$ cat config.mk
export PLATFORM = sky130hd
export DESIGN_NAME = utf8_stream_validator_unit_flat
export DESIGN_NICKNAME = d
export VERILOG_FILES = /design/src/u8v_pkg.sv /design/src/u8v_if.sv /design/src/u8v_byte_class.sv /design/src/u8v_seq_check.sv /design/src/utf8_stream_validator_unit.sv /design/src/flat_wrapper.sv
export SDC_FILE = /design/constraint.sdc
export NUM_CORES = 1
export LEC_CHECK = 0
export BUFFER_PORTS_ARGS = -buffer_cell sky130_fd_sc_hd__clkbuf_2
export CORE_UTILIZATION = 49
export CTS_CLUSTER_SIZE = 8
export DETAILED_ROUTE_END_ITERATION = 10
export PLACE_DENSITY = 0.74
export SLEW_MARGIN = 15
export SYNTH_ARGS = -nofsm -noshare
export SYNTH_HDL_FRONTEND = slang
export SYNTH_SLANG_ARGS = --single-unit
$ cat constraint.sdc
create_clock -name clk -period 1.7 [get_ports clk]
set_clock_uncertainty 0.15 [all_clocks]
set_input_delay 0.425 -clock clk [delete_from_list [all_inputs] [get_ports clk]]
set_output_delay 0.425 -clock clk [all_outputs]
set_load 0.02 [all_outputs]
$ cat src/u8v_pkg.sv
// Shared types, byte constants and helper functions for the UTF-8 stream validator.
// No dependencies; the classifier, tracker, top level and bench import this package.
package u8v_pkg;

  // Width of the count of continuation bytes a lead can open (up to five)
  localparam int unsigned PendW = 3;

  // Byte masks and patterns of the six-byte form
  localparam logic [7:0] ContMask = 8'hC0;
  localparam logic [7:0] ContPat  = 8'h80;
  localparam logic [7:0] Lead3    = 8'hE0;
  localparam logic [7:0] Lead4    = 8'hF0;
  localparam logic [7:0] Lead5    = 8'hF8;
  localparam logic [7:0] Lead6    = 8'hFC;

  // Classification of one raw byte, seen outside an open sequence
  typedef struct packed {
    logic             is_ascii;  // 00..7F, passes alone
    logic [PendW-1:0] need;      // continuation bytes a lead opens, 0 if none
    logic             bad;       // C0/C1 lead, stray continuation, FE or FF
  } byte_class_t;

  // Continuation byte test: 10xx xxxx
  function automatic logic is_cont(input logic [7:0] b);
    return (b & ContMask) == ContPat;
  endfunction

  // Overlong test on a lead and its first continuation byte
  function automatic logic overlong_second(input logic [7:0] lead, input logic [7:0] b);
    logic res;
    res = 1'b0;
    if (lead == Lead3) res = (b & Lead3) == ContPat;
    if (lead == Lead4) res = (b & Lead4) == ContPat;
    if (lead == Lead5) res = (b & Lead5) == ContPat;
    if (lead == Lead6) res = (b & Lead6) == ContPat;
    return res;
  endfunction

endpackage

$ cat src/u8v_if.sv
// Valid/ready channel interfaces: raw bytes in, verdicts out.
// Depends on nothing; carries plain logic payloads.
interface u8v_byte_if;
  logic       valid;
  logic       ready;
  logic [7:0] data_byte;
  logic       last_byte;

  modport source (output valid, output data_byte, output last_byte, input ready);
  modport sink (input valid, input data_byte, input last_byte, output ready);
endinterface

interface u8v_res_if;
  logic valid;
  logic ready;
  logic valid_res;

  modport source (output valid, output valid_res, input ready);
  modport sink (input valid, input valid_res, output ready);
endinterface

$ cat src/u8v_byte_class.sv
// Byte classifier: sorts a raw byte into ASCII, lead of a given length or error.
// Depends on u8v_pkg for byte_class_t.
module u8v_byte_class
  import u8v_pkg::*;
(
  input  logic [7:0]  data_byte,
  output byte_class_t cls
);

  // Decode the byte ranges of the six-byte form
  always_comb begin
    cls = '{is_ascii: 1'b0, need: '0, bad: 1'b0};
    case (data_byte) inside
      [8'h00:8'h7F]: cls.is_ascii = 1'b1;
      [8'hC0:8'hC1]: begin
        cls.need = PendW'(1);
        cls.bad  = 1'b1;
      end
      [8'hC2:8'hDF]: cls.need = PendW'(1);
      [8'hE0:8'hEF]: cls.need = PendW'(2);
      [8'hF0:8'hF7]: cls.need = PendW'(3);
      [8'hF8:8'hFB]: cls.need = PendW'(4);
      [8'hFC:8'hFD]: cls.need = PendW'(5);
      default: cls.bad = 1'b1;  // stray continuation, FE or FF
    endcase
  end

endmodule

$ cat src/u8v_seq_check.sv
// Sequence tracker: holds the open-sequence state and sticky error of one string.
// Depends on u8v_pkg for byte_class_t and the continuation/overlong helpers.
module u8v_seq_check
  import u8v_pkg::*;
(
  input  logic        clk,
  input  logic        rst,
  input  logic        advance,
  input  logic [7:0]  data_byte,
  input  logic        last_byte,
  input  byte_class_t cls,
  output logic        valid_res
);

  logic [PendW-1:0] bytes_pending, bytes_pending_next;
  logic [7:0]       lead_value, lead_value_next;
  logic             expect_second, expect_second_next;
  logic             error_seen, error_seen_next;

  // Work out the state after this byte and the verdict if it ends the string
  always_comb begin
    bytes_pending_next = bytes_pending;
    lead_value_next    = lead_value;
    expect_second_next = expect_second;
    error_seen_next    = error_seen;
    if (bytes_pending != '0) begin
      if (!is_cont(data_byte)) error_seen_next = 1'b1;
      if (expect_second && overlong_second(lead_value, data_byte)) error_seen_next = 1'b1;
      expect_second_next = 1'b0;
      bytes_pending_next = bytes_pending - PendW'(1);
    end else if (!cls.is_ascii) begin
      if (cls.bad) error_seen_next = 1'b1;
      if (cls.need != '0) begin
        bytes_pending_next = cls.need;
        lead_value_next    = data_byte;
        expect_second_next = 1'b1;
      end
    end
    valid_res = !(error_seen_next || (bytes_pending_next != '0));
  end

  // Advance on each byte; clear everything once the string ends
  always_ff @(posedge clk) begin
    if (rst) begin
      bytes_pending <= '0;
      lead_value    <= '0;
      expect_second <= 1'b0;
      error_seen    <= 1'b0;
    end else if (advance) begin
      if (last_byte) begin
        bytes_pending <= '0;
        lead_value    <= '0;
        expect_second <= 1'b0;
        error_seen    <= 1'b0;
      end else begin
        bytes_pending <= bytes_pending_next;
        lead_value    <= lead_value_next;
        expect_second <= expect_second_next;
        error_seen    <= error_seen_next;
      end
    end
  end

endmodule

$ cat src/utf8_stream_validator_unit.sv
// UTF-8 stream validator (old six-byte form). Takes one byte per request on
// `bytes`, with last_byte marking the end of a string, and returns one verdict
// request on `verdict` for each string: valid_res is 1 when the whole string
// was well-formed. A byte is accepted every clock while the verdict side keeps
// up; a verdict passes through the input register and then the result register,
// around the combinational check logic.
// Ready falls only while a finished verdict waits and another last byte needs it.
// Depends on u8v_pkg, u8v_if, u8v_byte_class and u8v_seq_check.
module utf8_stream_validator_unit
  import u8v_pkg::*;
(
  input  logic            clk,
  input  logic            rst,
  u8v_byte_if.sink        bytes,
  u8v_res_if.source       verdict
);

  logic        in_valid;
  logic [7:0]  in_byte;
  logic        in_last;
  logic        out_valid;
  logic        out_res;
  logic        out_free;
  logic        advance;
  logic        res_comb;
  byte_class_t cls;

  // Hand on the held byte when the result slot can take what it produces
  assign out_free    = !out_valid || verdict.ready;
  assign advance     = in_valid && (!in_last || out_free);
  assign bytes.ready = !in_valid || advance;

  // Input register
  always_ff @(posedge clk) begin
    if (rst) begin
      in_valid <= 1'b0;
    end else if (bytes.ready) begin
      in_valid <= bytes.valid;
    end
  end

  always_ff @(posedge clk) begin
    if (bytes.ready && bytes.valid) begin
      in_byte <= bytes.data_byte;
      in_last <= bytes.last_byte;
    end
  end

  u8v_byte_class u_class (
    .data_byte (in_byte),
    .cls       (cls)
  );

  u8v_seq_check u_check (
    .clk       (clk),
    .rst       (rst),
    .advance   (advance),
    .data_byte (in_byte),
    .last_byte (in_last),
    .cls       (cls),
    .valid_res (res_comb)
  );

  // Result register: load a verdict on the last byte, drop it once taken
  always_ff @(posedge clk) begin
    if (rst) begin
      out_valid <= 1'b0;
    end else if (advance && in_last) begin
      out_valid <= 1'b1;
    end else if (verdict.ready) begin
      out_valid <= 1'b0;
    end
  end

  always_ff @(posedge clk) begin
    if (advance && in_last) begin
      out_res <= res_comb;
    end
  end

  assign verdict.valid     = out_valid;
  assign verdict.valid_res = out_res;

endmodule

$ cat src/flat_wrapper.sv
// flat-port wrapper written by rule: the top's interface ports become plain ports
module utf8_stream_validator_unit_flat import u8v_pkg::*;
  (clk, rst, bytes_valid, bytes_data_byte, bytes_last_byte, bytes_ready, verdict_valid, verdict_valid_res, verdict_ready);
  u8v_byte_if bytes_i ();
  u8v_res_if verdict_i ();
  input  logic clk;
  input  logic rst;
  input wire logic [$bits(bytes_i.valid)-1:0] bytes_valid;
  input wire logic [$bits(bytes_i.data_byte)-1:0] bytes_data_byte;
  input wire logic [$bits(bytes_i.last_byte)-1:0] bytes_last_byte;
  output wire logic [$bits(bytes_i.ready)-1:0] bytes_ready;
  output wire logic [$bits(verdict_i.valid)-1:0] verdict_valid;
  output wire logic [$bits(verdict_i.valid_res)-1:0] verdict_valid_res;
  input wire logic [$bits(verdict_i.ready)-1:0] verdict_ready;
  assign bytes_i.valid = bytes_valid;
  assign bytes_i.data_byte = bytes_data_byte;
  assign bytes_i.last_byte = bytes_last_byte;
  assign bytes_ready = bytes_i.ready;
  assign verdict_valid = verdict_i.valid;
  assign verdict_valid_res = verdict_i.valid_res;
  assign verdict_i.ready = verdict_ready;
  utf8_stream_validator_unit u_core (.clk(clk), .rst(rst), .bytes(bytes_i), .verdict(verdict_i));
endmodule
==> metrics.txt, run 1 <==
synthesized cell area=1100 µm²; CTS sink cnt=25; pre-CTS setup slack=-0.0639 ns; chip height=49.5 µm; failing checks=setup timing; worst hold start=bytes_data_byte[0]; die footprint=2450 µm²; worst slew pin tran=0.356 ns; dpl hpwl=1490 µm; Post-Synthesis Cells=101; via count=961; worst skew pair latency=0.32 ns; final setup fails=8; r2r setup slk=-0.06 ns; Max-Cap Viols=0; post-synth cell types=38; DRC=0; Worst setup EP type=flip-flop; RSZ-0062 raised after global routing=yes; Hold Violations, Final=0; worst-path maximum fanout=4; WL/cell=14.9 µm; worst setup margin=-0.0608 ns; Layout Utilization=0.717; antenna violations before repair=0; synthesized net count=116; root buffer cell=clkbuf_4; Pins Over Slew Limit=0; Num CTS Buffers=3; ys flop type=dfxtp_1; core footprint=2040 µm²; HP Class=in2reg; Hold Worst Slack=0.118 ns; fin crit share=1.04; Remaining Overflow, GRT=0; sequential share of the synthesized area=0.544; GR peak layer=met2; worst-path cell chain=buf_4, nand2_1, o21bai_2, o21ai_2, a21oi_1, nor4_1; Via density=5.90; Crit path largest cell delay=0.45 ns; GRT met3 Usage=0.0463; Syn Area/Cell=10.9 µm²; Synth-to-Final Area Change=32.7%; RD Place Congestion=0.909; Die Wd=49.5 µm; Clock Tree Buf Depth=2; LEAKAGE=0.603 nW; Starting Density=0.540; # port buffers=15; CTS Hold Bufs=0; Max Fclk=0.568 GHz; worst r2r src=u_core.in_byte[2]; ant diodes=0; WP buf/inv=1; Pwr Total=0.00108 W; crit-path leading delay family=flip-flops; dpl cells=150; First-pass DRT Iterations=4; largest net degree at the start of global routing=15; Rows=16; M2 GR Usage=0.354; remaining antenna violation count=0; Final Critical Period=1.76 ns; cell with the most instances after synthesis=dfxtp_1; async set-reset flop share out of synthesis=0; maximum VDD drop=0.719 mV; largest cells by area after synthesis=dfxtp_1 27%, edfxtp_1 27%, a22o_1 4.8%, nand2b_1 3.4%, a21oi_1 3.2%; final std cells w/o fill=163; relative slew slack=0.763; Yosys top cell area share=0.272; critical path arrival=1.75 ns; clk slew on worst S/H paths=0.13 ns; top cell type by total area after synthesis=dfxtp_1; CP required=1.69 ns; Worst Setup SP=u_core.in_byte[2]; pwr dens=737 nW/µm²; Worst path slowest cell=edfxtp_1; met1 usage=0.237; CTS tree=yes; Synth Warn #=0; IO Count=16; FF+latch count, synth=25; drt total wl=2420 µm; Tot GR Track Use=0.203; status=complete, but fails checks; final net count=152; synth cell count leaders=15 x dfxtp_1, 10 x edfxtp_1, 8 x inv_1, 8 x nor2_1, 7 x a21oi_1; Setup CP Type=reg2reg; H-Tree Depth=1; Initial DRC Count=24; startpoint types=flip-flop; vias in the first global route=857; first-pass GRT wire length=3660 µm; ratio of cells with drive above 1 in the final layout=0.449; Post-synth EDFFs=10
[worst reg2reg max path: cells and delay by family (launching register included)]
| kind | cells | cell delay, ns |
|---|---|---|
| flops | 1 | 0.45 |
| simple gates | 2 | 0.43 |
| compound gates | 3 | 0.39 |
| buf+inv | 1 | 0.16 |
[sequential cells by signal, indices dropped and copies added, names as in the netlist]
name,flops
u_core.in_byte,8
u_core.u_check.lead_value,8
u_core.u_check.bytes_pending,3
u_core.in_last,1
u_core.in_valid,1
u_core.u_check.error_seen,1
u_core.u_check.expect_second,1
u_core.verdict.valid,1
u_core.verdict.valid_res,1
[cells in the final DEF, fill, tap and decap left out, drive strengths merged, types with 2 or more instances in the layout]
cell type / synthesis / final
buf: 1 / 18
clkbuf: 0 / 17
dfxtp: 15 / 15
edfxtp: 10 / 10
nor2: 8 / 8
inv: 8 / 8
a21oi: 8 / 8
nand2: 6 / 6
a22o: 6 / 6
nand2b: 6 / 6
o21ai: 4 / 4
nand3: 2 / 2
a21o: 2 / 2
a32o: 2 / 2
o211ai: 2 / 2
a32oi: 2 / 2
ha: 2 / 2
[worst paths after layout]
kind | endpoint | cells after the start
worst max-delay path | u_core.verdict.valid_res | 6
worst min-delay path | u_core.in_byte[0] | 1
worst max register to register | u_core.verdict.valid_res | 6
worst min register to register | u_core.u_check.lead_value[0] | 1
[through the flow]
stage	instance area, µm²	setup TNS, ns
detailed placement	1270	-0.573
floorplan	1100	-0.0183
global placement	1270	-0.353
CTS	1380	-0.0743
finish	1460	-0.184
global route	1460	-0.433
[power breakdown]
group / total [W] / leakage (nW) / switching (W) / internal, W
Sequential: 0.000662 / 0.220 / 0.0000154 / 0.000647
Combinational: 0.000155 / 0.365 / 0.0000806 / 0.0000742
Clock: 0.000262 / 0.0177 / 0.000174 / 0.0000883
[kinds of logic (layout without fill, tap and decap cells)]
family	count (synthesis)	count (layout)	synth area share
AO/OA/AOI/OAI	33	33	0.243
AND/OR/NAND/NOR	32	32	0.159
flip-flops	25	25	0.544
buffers and inverters	9	44	0.0317
adder cells (fa/ha/maj)	2	2	0.0227
[layer usage]
metal  up-vias  routed length [µm]
met5         -                   0
met4         0                  46
met3         8                 136
met2        42                1270
met1       457                 974
li1        454                   -
[layout make-up]
class                           instances  area [µm²]
Clock buffer                            3        22.5
Tap cell                               27        33.8
Fill cell                             157         578
Sequential cell                        25         606
Multi-Input combinational cell         67         551
Inverter                                8        30.0
Clock inverter                          1        5.00
Timing Repair Buffer                   32         216
[timing repair]
item | CTS | global route
cloned | 0 | 0
resized for setup | 13 | 14
pin swaps | 6 | 7
setup endpoints to repair | 9 | 12
buffers inserted | 5 | 4
Note: power is estimated with default switching activity, not from simulation.
==> inputs of run 2 (changes only) <==
MAX_ROUTING_LAYER = met4   (was default)
==> metrics.txt, run 2 (synthesized netlist as in run 1, its figures left out) <==
WL/cell=14.8 µm; core footprint=2040 µm²; CTS sink cnt=25; Synth-to-Final Area Change=32.7%; Hold Violations, Final=0; LEAKAGE=0.603 nW; WP buf/inv=1; Worst setup EP type=flip-flop; Setup CP Type=reg2reg; clk slew on worst S/H paths=0.13 ns; reg2reg path depth=5; startpoint types=flip-flop; HP Class=in2reg; WHS Endpoint=u_core.in_byte[0]; most frequent cells in the layout=16 x buf_4, 14 x clkbuf_2, 13 x dfxtp_1; Clock Tree Buf Depth=2; worst r2r src=u_core.in_byte[5]; RSZ-0062 raised after global routing=yes; drt total wl=2410 µm; Worst R2R End=u_core.verdict.valid_res; r2r setup slk=-0.06 ns; Crit path largest cell delay=0.39 ns; IO Count=16; worst skew pair latency=0.33 ns; Tot GR Track Use=0.209; Initial DRC Count=23; antenna violations before repair=0; crit-path leading delay family=simple AND/OR/NAND/NOR gates; commonest non-fill, non-tap cell in the layout=buf_4; RD Place Congestion=0.924; H-Tree Depth=1; largest net degree at the start of global routing=15; DRC=0; maximum VDD drop=0.722 mV; remaining antenna violation count=0; chip height=49.5 µm; root buffer cell=clkbuf_4; die footprint=2450 µm²; Remaining Overflow, GRT=0; failing checks=setup timing; worst setup margin=-0.0570 ns; Worst path slowest cell=edfxtp_1; fin crit share=1.03; ant diodes=0; Pins Over Slew Limit=0; ratio of cells with drive above 1 in the final layout=0.449; dpl cells=150; Rows=16; Max-Cap Viols=0; Starting Density=0.540; CTS tree=yes; Max Fclk=0.569 GHz; Final Critical Period=1.76 ns; Num CTS Buffers=3; pre-CTS setup slack=-0.0639 ns; final net count=152; first-pass GRT wire length=3660 µm; Hold Worst Slack=0.110 ns; CTS Hold Bufs=0; Die Wd=49.5 µm; status=complete, but fails checks; # port buffers=15; vias in the first global route=857; worst slew pin tran=0.359 ns; Largest regs=u_core.in_byte (8), u_core.u_check.lead_value (8), u_core.u_check.bytes_pending (3); worst-path cell chain=buf_4, nand3_2, or3_1, a32oi_2, nor4_1; CP required=1.64 ns; worst hold start=bytes_data_byte[0]; hold path depth=1; Layout Utilization=0.717; worst-path maximum fanout=5; final std cells w/o fill=163; placed cell area=1270 µm²; via count=938; pwr dens=741 nW/µm²; Via density=5.75; critical path arrival=1.70 ns; relative slew slack=0.761; Crit path depth=5; First-pass DRT Iterations=4; final setup fails=8; dpl hpwl=1490 µm; post-route cell area=1460 µm²
## run 2: cell counts in the layout (fill, tap and decap cells not counted)
Identical to the previous run, type by type.
## run 2: worst register-to-register path, stage by stage (launching register included)
cell and delay, ns:
edfxtp_1 0.39, buf_4 0.15, nand3_2 0.11, or3_1 0.39
a32oi_2 0.23, nor4_1 0.09
## run 2: timing repair
| item | 4_1_cts | 5_1_grt |
|---|---|---|
| endpoints found under the setup margin | 9 | 12 |
| pin swaps | 6 | 7 |
| resized for setup | 13 | 14 |
| buffers inserted | 5 | 4 |
## run 2: metal layers
metal	up-vias	track usage	routed length, µm
met3	7	0.0463	95
met2	30	0.354	1260
met4	0	0.0905	57
met1	447	0.237	1000
met5	-	-	0
li1	454	-	-
## run 2: area by class of cell
class | instances | area (µm²)
clock buffers | 3 | 22.5
clock inverters | 1 | 5.00
multi-input cells | 67 | 551
well taps | 27 | 33.8
fillers | 157 | 578
flip-flops and latches | 25 | 606
repair buffers | 32 | 216
inverters | 8 | 30.0
## run 2: how the worst max path moves through the flow
stage                                  from                        to  slack (ns)
after global placement        verdict_ready               bytes_ready       -0.05
final                     u_core.in_byte[5]  u_core.verdict.valid_res       -0.06
after detailed placement      verdict_ready               bytes_ready       -0.06
after global routing      u_core.in_byte[2]  u_core.verdict.valid_res       -0.09
after floorplan           u_core.in_byte[5]  u_core.verdict.valid_res       -0.02
after CTS                 u_core.in_byte[1]  u_core.verdict.valid_res       -0.05
## run 2: power breakdown
part	switching (W)	internal [W]
Combinational	0.0000806	0.0000742
Sequential	0.0000151	0.000647
Clock	0.000179	0.0000885
## run 2: per-stage QoR
stage / total power [W] / TNS, ns
2_1_floorplan: 0.000742 / -0.0183
4_1_cts: 0.00107 / -0.0743
3_5_place_dp: 0.000790 / -0.573
5_1_grt: 0.00112 / -0.433
3_3_place_gp: 0.000787 / -0.353
6_report: 0.00108 / -0.159
==> inputs of run 3 (changes only) <==
BUFFER_PORTS_ARGS = default   (was -buffer_cell sky130_fd_sc_hd__clkbuf_2)
CORE_UTILIZATION = 54   (was 49)
DONT_BUFFER_PORTS = 1   (was default)
PLACE_DENSITY = 0.73   (was 0.74)
==> metrics.txt, run 3 (synthesized netlist as in run 1, its figures left out) <==
status=complete, but fails checks; failing checks=setup timing; ant diodes=0; First-pass DRT Iterations=4; HP Class=in2reg; Setup CP Type=reg2reg; Pins Over Slew Limit=0; drt total wl=2320 µm; Worst path slowest cell=edfxtp_1; Via density=6.05; Starting Density=0.606; Synth-to-Final Area Change=22.1%; Max Fclk=0.550 GHz; Remaining Overflow, GRT=0; worst skew pair latency=0.32 ns; Tot GR Track Use=0.226; Layout Utilization=0.740; pwr dens=787 nW/µm²; RSZ-0062 raised after global routing=yes; relative slew slack=0.769; CTS tree=yes; remaining antenna violation count=0; final setup fails=4; IO Count=16; Final Critical Period=1.82 ns; startpoint types=flip-flop; pre-CTS setup slack=-0.0452 ns; most frequent cells in the layout=15 x buf_4, 14 x dfxtp_1, 10 x edfxtp_1; WL/cell=15.8 µm; commonest non-fill, non-tap cell in the layout=buf_4; Worst setup EP type=flip-flop; Die Wd=47.2 µm; CP required=1.69 ns; root buffer cell=clkbuf_4; final std cells w/o fill=147; via count=889; worst setup margin=-0.117 ns; vias in the first global route=790; Max-Cap Viols=0; Rows=15; worst-path cell chain=nand3b_1, nand3_1, a311oi_2, a21oi_1, nor4_1; chip height=47.2 µm; largest net degree at the start of global routing=16; Setup TNS Final=-0.217 ns; critical path arrival=1.81 ns; Initial DRC Count=27; worst-path maximum fanout=6; antenna violations before repair=0; placed cell area=1200 µm²; fin crit share=1.07; Hold Violations, Final=0; Largest regs=u_core.in_byte (8), u_core.u_check.lead_value (8), u_core.u_check.bytes_pending (3); dpl cells=135; Num CTS Buffers=3; RD Place Congestion=0.943; clk slew on worst S/H paths=0.13 ns; die footprint=2230 µm²; dpl hpwl=1500 µm; # port buffers=0; Clock Tree Buf Depth=2; Crit path largest cell delay=0.51 ns; maximum VDD drop=0.632 mV; final net count=138; DRC=0; H-Tree Depth=1; post-route cell area=1350 µm²; CTS sink cnt=25; LEAKAGE=0.527 nW; worst slew pin tran=0.346 ns; ratio of cells with drive above 1 in the final layout=0.279; first-pass GRT wire length=3300 µm; core footprint=1820 µm²
-- run 3: cell types whose count changed in the layout (fill, tap and decap cells not counted), moves of 2 or more --
| cell | change |
|---|---|
| clkbuf_2 | -14 |
| dlygate4sd3_1 | +2 |
| inv_1 | +2 |
| inv_2 | -2 |
| o21ai_1 | +2 |
| o21ai_2 | -2 |
-- run 3: what timing repair did --
| action | CTS | global route |
|---|---|---|
| hold buffers | 1 | 1 |
| pin swaps | 4 | 6 |
| gates cloned | 0 | 0 |
| resized for setup | 5 | 8 |
| buffers inserted | 5 | 1 |
| hold endpoints to repair | 3 | 1 |
| endpoints found under the setup margin | 2 | 14 |
-- run 3: path summary, 6_finish.rpt --
| path | startpoint | to | slack [ns] | cells past startpoint |
|---|---|---|---|---|
| max reg2reg | u_core.in_byte[4] | u_core.verdict.valid_res | -0.12 | 5 |
| min reg2reg | u_core.u_check.lead_value[6] | u_core.u_check.lead_value[6] | 0.33 | 1 |
| max | u_core.in_byte[4] | u_core.verdict.valid_res | -0.12 | 5 |
| min | bytes_data_byte[0] | u_core.in_byte[0] | 0.03 | 0 |
-- run 3: layout make-up --
cell class | count | area, µm²
fillers | 128 | 473
repair buffers | 18 | 144
inverters | 8 | 30.0
well taps | 25 | 31.3
multi-input cells | 67 | 508
clock inverters | 1 | 7.51
clock buffers | 3 | 22.5
flip-flops and latches | 25 | 604
-- run 3: stage by stage --
step	total power [W]	hold slack [ns]
4_1_cts	0.00105	0.00468
6_report	0.00106	0.0338
2_1_floorplan	0.000742	0.275
3_5_place_dp	0.000775	0.297
5_1_grt	0.00110	0.00866
3_3_place_gp	0.000772	0.284
-- run 3: worst max-delay path, delay by kind of cell, from the launching register on --
| family | cells | cell delay, ns |
|---|---|---|
| AOI/OAI and AO/OA | 2 | 0.42 |
| DFF | 1 | 0.51 |
| and+or+nand+nor | 3 | 0.56 |
-- run 3: metal layers --
layer,vias up,GRT usage,part of all wire
met2,32,0.356,0.52
met4,0,0.0629,0.020
met1,427,0.275,0.43
met3,8,0.0808,0.039
li1,422,-,-
met5,-,-,0
-- run 3: where the power goes --
part / switching [W] / internal, W
Sequential: 0.0000163 / 0.000647
Clock: 0.000177 / 0.0000901
Combinational: 0.0000695 / 0.0000600
